**src/hdl/gda_pkg.sv**
```systemverilog
`timescale 1ns / 1ps

package gda_pkg;

    localparam int          MAX_DAYS_ADD_DEF = 4095;
    localparam logic [11:0] YEAR_MIN         = 12'd1800;
    localparam logic [11:0] YEAR_MAX         = 12'd2200;
    localparam logic [3:0]  MONTH_FEB        = 4'd2;
    localparam logic [3:0]  MONTH_DEC        = 4'd12;
    localparam logic [2:0]  WD_FRIDAY        = 3'd5;
    localparam logic [2:0]  WD_SATURDAY      = 3'd6;
    localparam logic [2:0]  WD_MONDAY        = 3'd1;
    localparam logic [2:0]  WD_SUNDAY        = 3'd0;

    // Leap rule, exact for century years 1800 through 2300.
    function automatic logic is_leap(input logic [11:0] y);
        logic century;
        century = (y == 12'd1800) || (y == 12'd1900) || (y == 12'd2100) ||
                  (y == 12'd2200) || (y == 12'd2300);
        return (y[1:0] == 2'd0) && !century;
    endfunction

    function automatic logic [4:0] month_len(input logic [3:0] m, input logic [11:0] y);
        logic [4:0] len;
        case (m)
            4'd2: begin
                len = is_leap(y) ? 5'd29 : 5'd28;
            end
            4'd4, 4'd6, 4'd9, 4'd11: begin
                len = 5'd30;
            end
            default: begin
                len = 5'd31;
            end
        endcase
        return len;
    endfunction

    // Days before the first of month m in a common year.
    function automatic logic [8:0] days_before(input logic [3:0] m);
        logic [8:0] v;
        case (m)
            4'd1:    v = 9'd0;
            4'd2:    v = 9'd31;
            4'd3:    v = 9'd59;
            4'd4:    v = 9'd90;
            4'd5:    v = 9'd120;
            4'd6:    v = 9'd151;
            4'd7:    v = 9'd181;
            4'd8:    v = 9'd212;
            4'd9:    v = 9'd243;
            4'd10:   v = 9'd273;
            4'd11:   v = 9'd304;
            4'd12:   v = 9'd334;
            default: v = 9'd0;
        endcase
        return v;
    endfunction

    // Residue mod 7 by folding octal digits (8 is 1 mod 7).
    function automatic logic [2:0] mod7(input logic [11:0] v);
        logic [4:0] s1;
        logic [3:0] s2;
        logic [2:0] s3;
        s1 = 5'(v[2:0]) + 5'(v[5:3]) + 5'(v[8:6]) + 5'(v[11:9]);
        s2 = 4'(s1[2:0]) + 4'(s1[4:3]);
        s3 = s2[2:0] + 3'(s2[3]);
        return (s3 == 3'd7) ? 3'd0 : s3;
    endfunction

endpackage

```
**src/hdl/gregorian_date_arithmetic.sv**
```systemverilog
`timescale 1ns / 1ps

// Channel  Dir  tdata bits  Fields, lowest bit first
// s_       in   40          in_day[4:0] in_month[8:5] in_year[20:9] days_to_add[32:21]
// m_       out  64          date_ok weekday year_day year_week sum_day sum_month sum_year
//                           sum_ok work_day work_month work_year (bits 61:0)
//
// One beat takes one month stepper step per month boundary crossed, plus a final
// step, while adding days_to_add and again while stepping to the next workday.
// The month stepper does one month length compare and subtract per cycle. An
// invalid date goes straight from S_IDLE to S_OUT.
// Reset is synchronous on aresetn and clears the sequencer and m_tvalid.
// s_tready is high while the sequencer is idle; a result waits in the output
// register for m_tready without blocking the next input beat.

module gregorian_date_arithmetic
    import gda_pkg::*;
#(
    parameter int MAX_DAYS_ADD = MAX_DAYS_ADD_DEF
) (
    input  logic        aclk,
    input  logic        aresetn,
    input  logic        s_tvalid,
    output logic        s_tready,
    input  logic [39:0] s_tdata,   // in_day, in_month, in_year, days_to_add
    output logic        m_tvalid,
    input  logic        m_tready,
    output logic [63:0] m_tdata    // date_ok, weekday, year_day, year_week, sum_day,
                                   // sum_month, sum_year, sum_ok, work_day, work_month,
                                   // work_year
);

    localparam int RW = $clog2(MAX_DAYS_ADD + 1);
    localparam int CW = (RW > 5) ? RW : 5;

    typedef enum logic [2:0] {
        S_IDLE, S_PREP, S_JAN, S_WEEK, S_WEEK2, S_SUM, S_WORK, S_OUT
    } state_t;

    state_t         state_reg, state_next;
    logic [4:0]     d_in_reg, d_in_next;
    logic [3:0]     m_in_reg, m_in_next;
    logic [11:0]    y_in_reg, y_in_next;
    logic [CW-1:0]  nsat_reg, nsat_next;
    logic [8:0]     yd_reg, yd_next;
    logic [8:0]     r400_reg, r400_next;
    logic [6:0]     r100_reg, r100_next;
    logic [2:0]     jan1_reg, jan1_next;
    logic [2:0]     wd_reg, wd_next;
    logic [16:0]    prod_reg, prod_next;
    logic [5:0]     wk_reg, wk_next;
    logic           ok_reg, ok_next;
    logic [4:0]     cd_reg, cd_next;
    logic [3:0]     cm_reg, cm_next;
    logic [11:0]    cy_reg, cy_next;
    logic [CW-1:0]  rem_reg, rem_next;
    logic [4:0]     sd_reg, sd_next;
    logic [3:0]     sm_reg, sm_next;
    logic [11:0]    sy_reg, sy_next;
    logic           m_tvalid_reg, m_tvalid_next;
    logic [63:0]    m_tdata_reg, m_tdata_next;

    logic [4:0]     in_day;
    logic [3:0]     in_month;
    logic [11:0]    in_year;
    logic [11:0]    days_to_add;
    logic           in_valid;
    logic [16:0]    n_ext;
    logic [16:0]    n_sat;
    logic [11:0]    yy;
    logic [11:0]    r400_full;
    logic [11:0]    jan_sum;
    logic [2:0]     first;
    logic [9:0]     wk_arg;
    logic [4:0]     len;
    logic [4:0]     left;
    logic           fits;
    logic [4:0]     step_d;
    logic [3:0]     step_m;
    logic [11:0]    step_y;
    logic [CW-1:0]  step_rem;
    logic [2:0]     work_step;
    logic           sum_ok;

    assign in_day      = s_tdata[4:0];
    assign in_month    = s_tdata[8:5];
    assign in_year     = s_tdata[20:9];
    assign days_to_add = s_tdata[32:21];

    assign in_valid = (in_year >= YEAR_MIN) && (in_year <= YEAR_MAX) &&
                      (in_month >= 4'd1) && (in_month <= MONTH_DEC) &&
                      (in_day >= 5'd1) && (in_day <= month_len(in_month, in_year));

    assign n_ext = 17'(days_to_add);
    assign n_sat = (n_ext > 17'(MAX_DAYS_ADD)) ? 17'(MAX_DAYS_ADD) : n_ext;

    // Year of the day before 1 January, reduced mod 400 (range 1799..2199).
    assign yy        = y_in_reg - 12'd1;
    assign r400_full = (yy >= 12'd2000) ? yy - 12'd2000 : yy - 12'd1600;

    assign jan_sum = 12'd1 + 12'(5 * yy[1:0]) + 12'(4 * r100_reg) + 12'(6 * r400_reg);

    // Offset of the first Monday after 1 January, one to seven days.
    assign first  = (jan1_reg == WD_SUNDAY) ? 3'd1 : 3'(4'd8 - 4'(jan1_reg));
    assign wk_arg = 10'(yd_reg) + 10'd6 - 10'(first);

    // Month stepper: finish inside the month or jump to the next first day.
    assign len      = month_len(cm_reg, cy_reg);
    assign left     = len - cd_reg;
    assign fits     = rem_reg <= CW'(left);
    assign step_d   = fits ? cd_reg + rem_reg[4:0] : 5'd1;
    assign step_rem = rem_reg - (CW'(left) + CW'(1));
    assign step_m   = fits ? cm_reg : ((cm_reg == MONTH_DEC) ? 4'd1 : cm_reg + 4'd1);
    assign step_y   = (!fits && cm_reg == MONTH_DEC) ? cy_reg + 12'd1 : cy_reg;

    assign work_step = (wd_reg == WD_FRIDAY) ? 3'd3 : (wd_reg == WD_SATURDAY) ? 3'd2 : 3'd1;
    assign sum_ok    = ok_reg && (sy_reg <= YEAR_MAX);

    always_comb begin
        state_next    = state_reg;
        d_in_next     = d_in_reg;
        m_in_next     = m_in_reg;
        y_in_next     = y_in_reg;
        nsat_next     = nsat_reg;
        yd_next       = yd_reg;
        r400_next     = r400_reg;
        r100_next     = r100_reg;
        jan1_next     = jan1_reg;
        wd_next       = wd_reg;
        prod_next     = prod_reg;
        wk_next       = wk_reg;
        ok_next       = ok_reg;
        cd_next       = cd_reg;
        cm_next       = cm_reg;
        cy_next       = cy_reg;
        rem_next      = rem_reg;
        sd_next       = sd_reg;
        sm_next       = sm_reg;
        sy_next       = sy_reg;
        m_tvalid_next = m_tvalid_reg;
        m_tdata_next  = m_tdata_reg;

        if (m_tvalid_reg && m_tready) begin
            m_tvalid_next = 1'b0;
        end

        case (state_reg)
            S_IDLE: begin
                if (s_tvalid) begin
                    d_in_next = in_day;
                    m_in_next = in_month;
                    y_in_next = in_year;
                    nsat_next = CW'(n_sat);
                    ok_next   = in_valid;
                    if (in_valid) begin
                        state_next = S_PREP;
                    end else begin
                        // Clear every field of an invalid date.
                        wd_next    = '0;
                        yd_next    = '0;
                        wk_next    = '0;
                        sd_next    = '0;
                        sm_next    = '0;
                        sy_next    = '0;
                        cd_next    = '0;
                        cm_next    = '0;
                        cy_next    = '0;
                        state_next = S_OUT;
                    end
                end
            end
            S_PREP: begin
                yd_next   = days_before(m_in_reg) + 9'(d_in_reg) +
                            9'(is_leap(y_in_reg) && (m_in_reg > MONTH_FEB));
                r400_next = r400_full[8:0];
                if (r400_full >= 12'd300) begin
                    r100_next = 7'(r400_full - 12'd300);
                end else if (r400_full >= 12'd200) begin
                    r100_next = 7'(r400_full - 12'd200);
                end else if (r400_full >= 12'd100) begin
                    r100_next = 7'(r400_full - 12'd100);
                end else begin
                    r100_next = r400_full[6:0];
                end
                state_next = S_JAN;
            end
            S_JAN: begin
                jan1_next  = mod7(jan_sum);
                state_next = S_WEEK;
            end
            S_WEEK: begin
                wd_next    = mod7(12'(jan1_reg) + 12'(yd_reg) - 12'd1);
                // Divide by 7 through the reciprocal 293 / 2048.
                prod_next  = 17'(wk_arg[8:0]) * 17'd293;
                state_next = S_WEEK2;
            end
            S_WEEK2: begin
                wk_next    = prod_reg[16:11] + 6'd1;
                cd_next    = d_in_reg;
                cm_next    = m_in_reg;
                cy_next    = y_in_reg;
                rem_next   = nsat_reg;
                state_next = S_SUM;
            end
            S_SUM: begin
                cd_next  = step_d;
                cm_next  = step_m;
                cy_next  = step_y;
                rem_next = step_rem;
                if (fits) begin
                    sd_next    = step_d;
                    sm_next    = step_m;
                    sy_next    = step_y;
                    cd_next    = d_in_reg;
                    cm_next    = m_in_reg;
                    cy_next    = y_in_reg;
                    rem_next   = CW'(work_step);
                    state_next = S_WORK;
                end
            end
            S_WORK: begin
                cd_next  = step_d;
                cm_next  = step_m;
                cy_next  = step_y;
                rem_next = step_rem;
                if (fits) begin
                    state_next = S_OUT;
                end
            end
            S_OUT: begin
                if (!m_tvalid_reg || m_tready) begin
                    m_tvalid_next = 1'b1;
                    m_tdata_next  = {2'b00, cy_reg, cm_reg, cd_reg, sum_ok, sy_reg,
                                     sm_reg, sd_reg, wk_reg, yd_reg, wd_reg, ok_reg};
                    state_next    = S_IDLE;
                end
            end
            default: begin
                state_next = S_IDLE;
            end
        endcase
    end

    always_ff @(posedge aclk) begin
        if (!aresetn) begin
            state_reg    <= S_IDLE;
            m_tvalid_reg <= 1'b0;
        end else begin
            state_reg    <= state_next;
            m_tvalid_reg <= m_tvalid_next;
        end
        d_in_reg    <= d_in_next;
        m_in_reg    <= m_in_next;
        y_in_reg    <= y_in_next;
        nsat_reg    <= nsat_next;
        yd_reg      <= yd_next;
        r400_reg    <= r400_next;
        r100_reg    <= r100_next;
        jan1_reg    <= jan1_next;
        wd_reg      <= wd_next;
        prod_reg    <= prod_next;
        wk_reg      <= wk_next;
        ok_reg      <= ok_next;
        cd_reg      <= cd_next;
        cm_reg      <= cm_next;
        cy_reg      <= cy_next;
        rem_reg     <= rem_next;
        sd_reg      <= sd_next;
        sm_reg      <= sm_next;
        sy_reg      <= sy_next;
        m_tdata_reg <= m_tdata_next;
    end

    assign s_tready = (state_reg == S_IDLE);
    assign m_tvalid = m_tvalid_reg;
    assign m_tdata  = m_tdata_reg;

    a_busy_after_accept: assert property (@(posedge aclk) disable iff (!aresetn)
        s_tvalid && s_tready |=> !s_tready)
        else $error("input accepted while sequencer busy");

    a_invalid_zero: assert property (@(posedge aclk) disable iff (!aresetn)
        m_tvalid && !m_tdata[0] |-> m_tdata == 64'd0)
        else $error("invalid date with nonzero result fields");

    a_sum_flag: assert property (@(posedge aclk) disable iff (!aresetn)
        m_tvalid && m_tdata[0] |-> m_tdata[40] == (m_tdata[39:28] <= YEAR_MAX))
        else $error("sum flag disagrees with sum year");

    a_step_day: assert property (@(posedge aclk) disable iff (!aresetn)
        (state_reg == S_SUM || state_reg == S_WORK) |-> cd_reg != 5'd0 && cd_reg <= len)
        else $error("stepper day outside its month");

endmodule

```
**config.mk**
```make
export PLATFORM = sky130hd
export DESIGN_NAME = gregorian_date_arithmetic
export DESIGN_NICKNAME = d
export VERILOG_FILES = /design/src/hdl/gda_pkg.sv /design/src/hdl/gregorian_date_arithmetic.sv
export SDC_FILE = /design/constraint.sdc
export NUM_CORES = 1
export LEC_CHECK = 0
export BUFFER_PORTS_ARGS = -buffer_cell sky130_fd_sc_hd__buf_4
export CAP_MARGIN = 20
export CELL_PAD_IN_SITES_DETAIL_PLACEMENT = 1
export CELL_PAD_IN_SITES_GLOBAL_PLACEMENT = 1
export CORE_ASPECT_RATIO = 2
export CORE_MARGIN = 3
export CORE_UTILIZATION = 40
export CTS_CLUSTER_SIZE = 24
export DETAILED_ROUTE_END_ITERATION = 7
export PLACE_DENSITY = 0.68
export SETUP_SLACK_MARGIN = 0.4
export SLEW_MARGIN = 10
export SYNTH_ARGS = -nofsm -noshare
export SYNTH_HDL_FRONTEND = slang
export SYNTH_SLANG_ARGS = --single-unit
```
**constraint.sdc**
```tcl
create_clock -name aclk -period 6.7 [get_ports aclk]
set_input_delay 1.005 -clock aclk [delete_from_list [all_inputs] [get_ports aclk]]
set_output_delay 1.005 -clock aclk [all_outputs]
set_load 0.01 [all_outputs]
```
# Word-level counts from Yosys, hierarchy flattened

Memories as Yosys holds them, arrays and structs flattened. A register that Yosys moved wholly into a read port is not among the register bits.
Index checks and enable logic that the tools add are counted.

Register bits: 208
Memory bits (read-only): 144
Input port bits: 44
Output and inout bits: 66
Word-level logic and storage cells: 222
Memories: 1

Add/sub/neg operators: 33
Multiply operators: 3
Magnitude comparators: 14
Equality and inequality tests: 42
Mux-type cells: 56
Reductions and logical operators: 51

Memory list:

| memory          | words | bits a word | read ports | clocked after Yosys merged registers in | write ports | line          | source |
|---|---|---|---|---|---|---|---|
| (no name shown) | 16    | 9           | 1          | 1                                       | 0           | gda_pkg.sv:42 | `case (m)` |

Operators by type and width:

| kind                   | number |
|---|---|
| $eq 12x12->1 const B   | 9 |
| $mux 12                | 7 |
| $eq 12x11->1 const B   | 6 |
| $pmux 12 s4            | 1 |
| $pmux 12 s3            | 1 |
| $mux 4                 | 7 |
| $mux 3                 | 9 |
| $mux 9                 | 3 |
| $mux 5                 | 5 |
| $eq 3x3->1 const B     | 8 |
| $ge 12x11->1 const B   | 2 |
| $le 12x12->1 const B   | 2 |
| $pmux 12 s2            | 1 |
| $pmux 3 s8             | 1 |
| $sub 12x11->12 const B | 2 |
| $mux 7                 | 3 |
| $eq 4x4->1 const B     | 5 |
| $pmux 5 s4             | 1 |
| $pmux 9 s2             | 1 |
| $mul 9x9->17 const B   | 1 |
| $eq 4x3->1 const B     | 4 |
| $pmux 4 s4             | 1 |
| $sub 7x7->7 const B    | 2 |
| $logic_or 1x1->1       | 13 |
| other kinds (59)       | 104 |

# Logic depth before layout (Yosys ltp)

Gate-level depths: netlist of run 1.

Depth after elaboration: 16
Gate-level depth with buffers: 31
Mapped depth without buffers: 30

# Least setup slack after synthesis of run 1

OpenSTA, ideal clock, no wires.

Path kind: reg2reg
From: register y_in_reg[0]
To: register jan1_reg[0], data pin
Setup time: 266 ps
Arrival time: 6050 ps
Data required time: 6434 ps
Slack: 384 ps
Cell stages (with the launch flop): 30
Buffers on the path: 1
Period minus slack after synthesis: 6316 ps
Path through: edfxtp_1 -> clkbuf_1 -> inv_1 -> ha_1 -> inv_1 -> ha_1 -> inv_1 -> fa_1 -> inv_1 -> fa_1 -> a21oi_1 -> nor2_1 -> nor2_1 -> o21bai_1 -> a21oi_1 -> xnor2_1 -> fa_1 -> fa_1 -> inv_1 -> ha_1 -> a21o_1 -> a21o_1 -> ha_1 -> a21oi_1 -> nor2_1 -> ha_1 -> ha_1 -> xnor2_1 -> xnor2_1 -> a21boi_0

Cells in the longest elaborated chain, start to end: 11

Ends and longest elaborated chain:

| element                | line                             | source |
|---|---|---|
| from (decl)            | gregorian_date_arithmetic.sv:43  | `logic [11:0] y_in_reg, y_in_next;` |
| from (signal assigned) | gregorian_date_arithmetic.sv:254 | `y_in_reg <= y_in_next;` |
| $sub 12x1->12 (*)      | gregorian_date_arithmetic.sv:98  | `assign yy = y_in_reg - 12'd1;` |
| $mul 3x2->5 (*)        | gregorian_date_arithmetic.sv:101 | `assign jan_sum = 12'd1 + 12'(5 * yy[1:0]) + 12'(4 * r100_reg) + 12'(6 * r400_reg);` |
| $add 1x5->6 (*)        | gregorian_date_arithmetic.sv:101 |  |
| $add 6x9->10 (*)       | gregorian_date_arithmetic.sv:101 |  |
| $add 10x12->12 (*)     | gregorian_date_arithmetic.sv:101 |  |
| $add 3x3->4            | gda_pkg.sv:65                    | `s1 = 5'(v[2:0]) + 5'(v[5:3]) + 5'(v[8:6]) + 5'(v[11:9]);` |
| $add 4x3->5            | gda_pkg.sv:65                    |  |
| $add 5x3->5 (*)        | gda_pkg.sv:65                    |  |
| $add 3x2->4 (*)        | gda_pkg.sv:66                    | `s2 = 4'(s1[2:0]) + 4'(s1[4:3]);` |
| $add 3x1->3 (*)        | gda_pkg.sv:67                    | `s3 = s2[2:0] + 3'(s2[3]);` |
| $eq 3x3->1             | gda_pkg.sv:68                    | `return (s3 == 3'd7) ? 3'd0 : s3;` |
| to (signal assigned)   | gregorian_date_arithmetic.sv:259 | `jan1_reg <= jan1_next;` |
| to (decl)              | gregorian_date_arithmetic.sv:48  | `logic [2:0] jan1_reg, jan1_next;` |

Mark *: on every way between the ends. The rest lies on a longest branch, timed or not.
A chain may end at the register's enable or synchronous reset.

# Final worst setup path of run 1

From: register y_in_reg[0]
To: register jan1_reg[1], data pin

Same word-level chain as after synthesis.

==> impl_metrics.toml, run 1 <==
[outcome]
status = "complete, no violations"

[global_routing]
first_global_vias = 10340
gr-total-overflow = 0
grt_pass1_wl_mm = 54.06
antenna_found_initial = 0
grt_usage_pct = 19.19
grt_max_degree = 41

[logic_synthesis]
synthArstFlopShare_pct = 0
synthFlopType = "edfxtp_1"
synth_xor_area_share_pct = 6.195
synth_simple_gate_area_share_pct = 11.25
ys_types = 80
ys_seq_area_share_pct = 45.18
syn-mean-instance-area_um2 = 10.90
ys_warn_count = 0
synth_seq_cells = 204
yosys.area_share.adder_pct = 19.16
synth_compound_area_share_pct = 11.63
netlist_area_mm2 = 0.01327
synth_top_family_by_area = "adder cells"
synthCells = 1217
synth_edf_count = 191
synth_mux_area_share_pct = 1.235

[setup_path]
reg2reg_to = "jan1_reg[1]"
startpoint_type = "register"
endpoint_kind = "register"
r2r-start = "y_in_reg[0]"
rrSetupSlack_ns = 0.49
worstPathArrival_ns = 6.45
startpoint = "y_in_reg[0]"
crit_top_cell = "inv_2"
crit_required_ns = 6.95
rr_worst_depth = 28
slowest_delay_ns = 0.55
worst-setup-path-type = "register to register"
critPathMaxFanout = 3
crit_path_top_delay_cell = "fa_1"

[min_path]
hold_class = "register to register"
hp-start = "sd_reg[2]"
whs_endpoint = "m_tdata[21]"
worstHoldPathCells = 0

[layout]
syn_to_final_growth_pct = 16.39
post-route-util_pct = 47.57
mostFrequentLayoutCells = "edfxtp_1, ha_1, inv_1, buf_4, nor2_1"
layout_commonest_cell = "edfxtp_1"
stdcell_area_mm2 = 0.01544
fillers = 3451
antenna_cells = 0
finalNetCount = 1553
largest_reg_flops = 62
drive_above_1_share_pct = 17.04
layoutNonFillerInstCount = 1765

[drt]
viasPerCell = 5.342
drcViolationCount = 0
drt-initial-drc-count = 290
dr.pass1.iters = 5
antenna_left = 0
vias = 9428
wire_per_inst_um = 19.32
drt-total-wl_mm = 34.10

[timing]
tightest_slew_ns = 1.113
finalHoldViolCount = 0
period_needed_ns = 6.207
finalClockSkew_ns = 0.02230
drv_slew = 0
rsz0062_at_grt = "yes"
fin_setup_tns_ns = 0
timing.final.crit_share_pct = 92.64
setup_violations = 0
max_freq_mhz = 161.1
slew_headroom_pct = 25.74

[clock_network]
cts_made_buffers = 20
clockBufferDepth = 3
clkSinkCount = 204
root_buffer = "clkbuf_16"
cts_tree = "yes"
h-tree-depth = 1
hold_buffers = 0
clk_latency_ns = 0.52
clk_pin_slew_ns = 0.06

[die]
core_mm2 = 0.03246
die_h_um = 263.6
start_util_pct = 40.88
die_w_um = 134.8
fp.dieArea_mm2 = 0.03553
row_count = 93
io_pins = 110

[placed_design]
port_buffers = 100
post-dp-hpwl_mm = 27.27
placed_cells = 1716
dpl-instance-area_mm2 = 0.01451
place.gp.congestion = 0.8658

[flow_run]
cap_violations = 0
[stage by stage]
stage	hold slack (ns)	worst slack, ns
floorplan	0.4003	0.4859
global placement	0.4066	0.2251
detailed placement	0.4090	0.07496
CTS	0.4229	0.3999
global route	0.4260	0.2299
finish	0.4215	0.4930
[how the worst max path moves through the flow]
stage | end | slack (ns) | cells after the start
after detailed placement | jan1_reg[1] | 0.07 | 26
final | jan1_reg[1] | 0.49 | 28
after global placement | jan1_reg[0] | 0.23 | 26
after global routing | jan1_reg[1] | 0.23 | 28
after CTS | jan1_reg[1] | 0.40 | 26
after floorplan | jan1_reg[0] | 0.49 | 29
[routing by layer]
metal | vias up | routed length (um) | track usage (%)
li1 | 4544 | - | -
met1 | 4688 | 11150 | 18.12
met2 | 139 | 20870 | 40.57
met3 | 57 | 926 | 2.008
met4 | 0 | 1158 | 6.584
met5 | - | 0 | 0
[synthesized netlist by cell type, drive strengths merged (24+ instances only)]
| cell type | number | area (um2) |
|---|---|---|
| nand2 | 78 | 295.3 |
| a21o | 24 | 180.2 |
| fa | 32 | 640.6 |
| nand3 | 29 | 145.1 |
| clkbuf | 40 | 150.1 |
| a21oi | 63 | 315.3 |
| ha | 152 | 1902 |
| nor2 | 81 | 304.0 |
| nor3 | 25 | 130.1 |
| xor2 | 28 | 245.2 |
| inv | 139 | 521.8 |
| edfxtp | 191 | 5736 |
| o21ai | 52 | 264.0 |
| xnor2 | 65 | 576.8 |
[cell families after synthesis]
group           count (synthesis)
simple gates                  301
compound gates                235
flops                         204
fa+ha+maj                     184
buf+inv                       184
xor+xnor                       93
mux                            15
other cells                     1
[layout make-up]
cell class,instances,area (um2),area share [%]
multi-input combinational,830,6782,43.91
sequential,204,5996,38.82
timing repair buffer,130,975.9,6.319
tap,427,534.3,3.459
inverter,139,521.8,3.378
clock buffer,22,508.0,3.289
clock inverter,13,127.6,0.8263
[worst max-delay path: cells and delay by family (launching register included)]
family	cells	cell delay, ns
fa+ha+maj	11	3.71
compound gates	5	0.76
xor+xnor	4	0.61
buf+inv	8	0.43
flops	1	0.41
[repair_timing]
action / 4_1_cts / 5_1_grt
endpoints found under the setup margin: 6 / 6
resized for setup: 29 / 18
setup buffers: 7 / 7
pin swaps: 28 / 40
Power of run 1 is left out: the tool's default activity adds up to more than one toggle a clock period on the data nets, which glitch-free logic cannot reach.
==> run 2, diff against run 1 <==
Settings changed: CAP_MARGIN 20 to default, CORE_UTILIZATION 40 to 30, PLACE_DENSITY 0.68 to 0.53.
==> impl_metrics.toml, run 2 (synthesis gave the netlist of run 1 again) <==
[outcome]
status = "complete, no violations"

[clock_network]
hold_buffers = 0
clockBufferDepth = 3
clk_pin_slew_ns = 0.06
cts_made_buffers = 23
h-tree-depth = 1
clk_latency_ns = 0.54
root_buffer = "clkbuf_16"
clkSinkCount = 204
cts_tree = "yes"

[timing]
rsz0062_at_grt = "yes"
tightest_slew_ns = 1.010
finalClockSkew_ns = 0.02343
slew_headroom_pct = 32.16
period_needed_ns = 6.182
max_freq_mhz = 161.8
layout_setup_ws_ns = 0.5184
fin_setup_tns_ns = 0
timing.final.crit_share_pct = 92.26
drv_slew = 0
finalHoldViolCount = 0
setup_violations = 0

[placed_design]
post-place-ws_ns = 0.1363
post-dp-hpwl_mm = 28.46
place.gp.congestion = 0.7792
placed_cells = 1839
port_buffers = 100

[setup_path]
endpoint_kind = "register"
critPathCapture = "jan1_reg[2]"
crit_required_ns = 6.98
crit_family = "adder cells"
cp_num_cells = 26
crit_path_top_delay_cell = "fa_1"
worst-setup-path-type = "register to register"
startpoint = "r400_reg[1]"
rrSetupSlack_ns = 0.52
slowest_delay_ns = 0.60
critPathMaxFanout = 3
r2r-start = "r400_reg[1]"
timing.critical_path.buf_inv = 3
worstPathArrival_ns = 6.46
reg2reg_to = "jan1_reg[2]"
crit_top_cell = "fa_1"
rr_worst_depth = 26
startpoint_type = "register"

[global_routing]
grt_usage_pct = 14.90
grt_pass1_wl_mm = 54.84
first_global_vias = 10220
gr-total-overflow = 0
grt_max_degree = 41
antenna_found_initial = 0

[layout]
finalNetCount = 1548
antenna_cells = 0
largest_reg_flops = 62
syn_to_final_growth_pct = 18.04
mostFrequentLayoutCells = "edfxtp_1, ha_1, inv_1, buf_4, nor2_1"
layout_commonest_cell = "edfxtp_1"
drive_above_1_share_pct = 16.68
layoutNonFillerInstCount = 1887

[die]
fp.dieArea_mm2 = 0.04695
die_h_um = 303.4
start_util_pct = 30.50
io_pins = 110
row_count = 108
core_mm2 = 0.04351
die_w_um = 154.7

[drt]
wire_per_inst_um = 18.70
drt-initial-drc-count = 333
antenna_left = 0
drt-total-wl_mm = 35.29
dr.pass1.iters = 4
vias = 9409
drcViolationCount = 0
viasPerCell = 4.986

[min_path]
hold_class = "register to register"

[flow_run]
cap_violations = 0
[run 2: changes by cell type in the layout (fill, tap and decap cells not counted), moves of 2 or more]
cell and delta:
a21oi_1 -3, a21oi_2 +2, buf_4 -8, clkbuf_16 +3, clkinv_1 +2, clkinv_2 -2, clkinv_4 +2, xnor2_1 +2
xnor2_2 -3
[run 2: cell type report]
| class | instances | area (um2) |
|---|---|---|
| flip-flops and latches | 204 | 5996 |
| multi-input cells | 830 | 6775 |
| inverters | 139 | 521.8 |
| clock buffers | 25 | 583.1 |
| repair buffers | 122 | 915.9 |
| fillers | 4838 | 27850 |
| clock inverters | 17 | 183.9 |
| well taps | 550 | 688.2 |
[run 2: repair_timing]
item / 4_1_cts / 5_1_grt
gates resized for setup: 15 / 31
endpoints found under the setup margin: 7 / 7
buffers inserted: 4 / 2
pin swaps: 13 / 40
[run 2: worst min path at each step]
stage               from          end  slack, ns  depth (start not counted)
2_1_floorplan  wk_reg[0]  m_tdata[13]       0.40                          0
3_3_place_gp   wk_reg[0]  m_tdata[13]       0.40                          0
3_5_place_dp   wk_reg[1]  m_tdata[14]       0.41                          0
4_1_cts        wk_reg[1]  m_tdata[14]       0.40                          0
5_1_grt        sd_reg[3]  m_tdata[22]       0.43                          0
6_report       wk_reg[1]  m_tdata[14]       0.41                          0
[run 2: routing by layer]
metal	up-vias	global-route usage (%)	wire length, um
met3	46	1.281	969
met1	4706	14.09	11910
met2	141	32.18	21390
li1	4516	-	-
met4	0	4.988	1019
met5	-	0	0
[run 2: through the flow]
stage	hold slack [ns]	area, um2	utilization (%)
after global routing	0.4263	15660	36.00
after CTS	0.4017	15500	35.62
final	0.4106	15660	36.00
after detailed placement	0.4071	14660	33.70
after global placement	0.4024	14660	33.70
after floorplan	0.4003	13280	-
Power of run 2 is left out for the same reason.
==> run 3, diff against run 2 <==
Settings changed: CORE_ASPECT_RATIO 2 to 0.8, HOLD_SLACK_MARGIN from default to 0.08.
==> impl_metrics.toml, run 3 (synthesis gave the netlist of run 1 again) <==
[placed_design]
post-place-ws_ns = 0.08387
placed_cells = 1847
post-dp-hpwl_mm = 26.72
place.gp.congestion = 0.7825
port_buffers = 100

[flow_run]
cap_violations = 0

[layout]
final-seq-area_mm2 = 0.005996
layout_commonest_cell = "edfxtp_1"
multi_input_area_mm2 = 0.006777
post-route-util_pct = 36.37
largest_reg_flops = 62
syn_to_final_growth_pct = 18.93
finalNetCount = 1554
layoutNonFillerInstCount = 1905
antenna_cells = 0
fillers = 4809
drive_above_1_share_pct = 17.40
mostFrequentLayoutCells = "edfxtp_1, ha_1, inv_1, buf_4, nor2_1"

[setup_path]
startpoint_type = "register"
startpoint = "r400_reg[1]"
endpoint_kind = "register"
r2r-start = "r400_reg[1]"
worstPathArrival_ns = 6.47
slowest_delay_ns = 0.57
reg2reg_to = "jan1_reg[2]"
critPathCapture = "jan1_reg[2]"
worst-setup-path-type = "register to register"
critPathMaxFanout = 3
rrSetupSlack_ns = 0.51
rr_worst_depth = 26
crit_path_top_delay_cell = "fa_1"
crit_required_ns = 6.98

[timing]
rsz0062_at_grt = "yes"
period_needed_ns = 6.187
setup_violations = 0
fin_setup_tns_ns = 0
max_freq_mhz = 161.6
finalHoldViolCount = 0
tightest_slew_ns = 0.9328
timing.final.crit_share_pct = 92.35
layout_setup_ws_ns = 0.5129
finalClockSkew_ns = 0.02122
slew_headroom_pct = 37.81
drv_slew = 0

[drt]
drt-initial-drc-count = 423
antenna_left = 0
drcViolationCount = 0
drt-total-wl_mm = 34.46
viasPerCell = 4.821
wire_per_inst_um = 18.09
dr.pass1.iters = 4
vias = 9184

[outcome]
status = "complete, no violations"

[clock_network]
clk_latency_ns = 0.54
clkSinkCount = 204
root_buffer = "clkbuf_16"
h-tree-depth = 1
clk_pin_slew_ns = 0.06
cts_made_buffers = 25
cts_tree = "yes"
clockBufferDepth = 3

[die]
io_pins = 110
die_w_um = 241.1
start_util_pct = 30.58
die_h_um = 194.1
core_mm2 = 0.04339
row_count = 68
fp.dieArea_mm2 = 0.04681

[global_routing]
antenna_found_initial = 0
grt_usage_pct = 14.87
gr-total-overflow = 0
grt_max_degree = 41
first_global_vias = 9698
grt_pass1_wl_mm = 55.16

[min_path]
hold_class = "register to register"
## run 3: changes by cell type in the layout (fill, tap and decap cells not counted), moves of 2 or more
cell	before	now
clkbuf_8	0	3
clkinv_4	3	1
clkbuf_16	23	25
clkbuf_1	2	4
clkinv_1	6	2
buf_4	122	126
clkinvlp_4	2	4
## run 3: layout make-up
cell class,count,area share [%]
Clock inverter,14,1.015
Timing Repair Buffer,126,5.993
Multi-Input combinational cell,830,42.94
Inverter,139,3.306
Clock buffer,32,4.321
Sequential cell,204,37.99
Tap cell,560,4.440
## run 3: how the worst min path moves through the flow
stage	start	end	slack [ns]	depth (start not counted)
after global placement	wk_reg[0]	m_tdata[13]	0.41	0
after detailed placement	wk_reg[3]	m_tdata[16]	0.41	0
after CTS	wk_reg[3]	m_tdata[16]	0.42	0
after floorplan	wk_reg[0]	m_tdata[13]	0.40	0
after global routing	wk_reg[3]	m_tdata[16]	0.43	0
final	wk_reg[3]	m_tdata[16]	0.42	0
## run 3: critical path: cells and delay by family (launching register included)
family / cells / cell delay (ns)
DFF: 1 / 0.42
adders and majority gates: 11 / 3.88
buffers and inverters: 6 / 0.30
xor gates and xnor gates: 4 / 0.55
AOI/OAI and AO/OA: 5 / 0.78
## run 3: layer usage
layer / global-route usage [%] / vias up / wire [um]
li1: - / 4545 / -
met1: 22.28 / 4500 / 17800
met2: 22.83 / 108 / 14980
met3: 2.162 / 31 / 1069
met4: 2.898 / 0 / 614
met5: 0 / - / 0
## run 3: metrics by stage
stage	hold slack (ns)	area, um2
floorplan	0.4003	13280
global placement	0.4056	14660
detailed placement	0.4063	14660
CTS	0.4202	15640
global route	0.4333	15780
finish	0.4192	15780
## run 3: what timing repair did
action / CTS / global route
pin swaps: 23 / 17
endpoints found under the setup margin: 5 / 10
resized for setup: 27 / 20
buffers inserted: 5 / 7
hold buffers: 0 / 0
Power of run 3 is left out for the same reason.
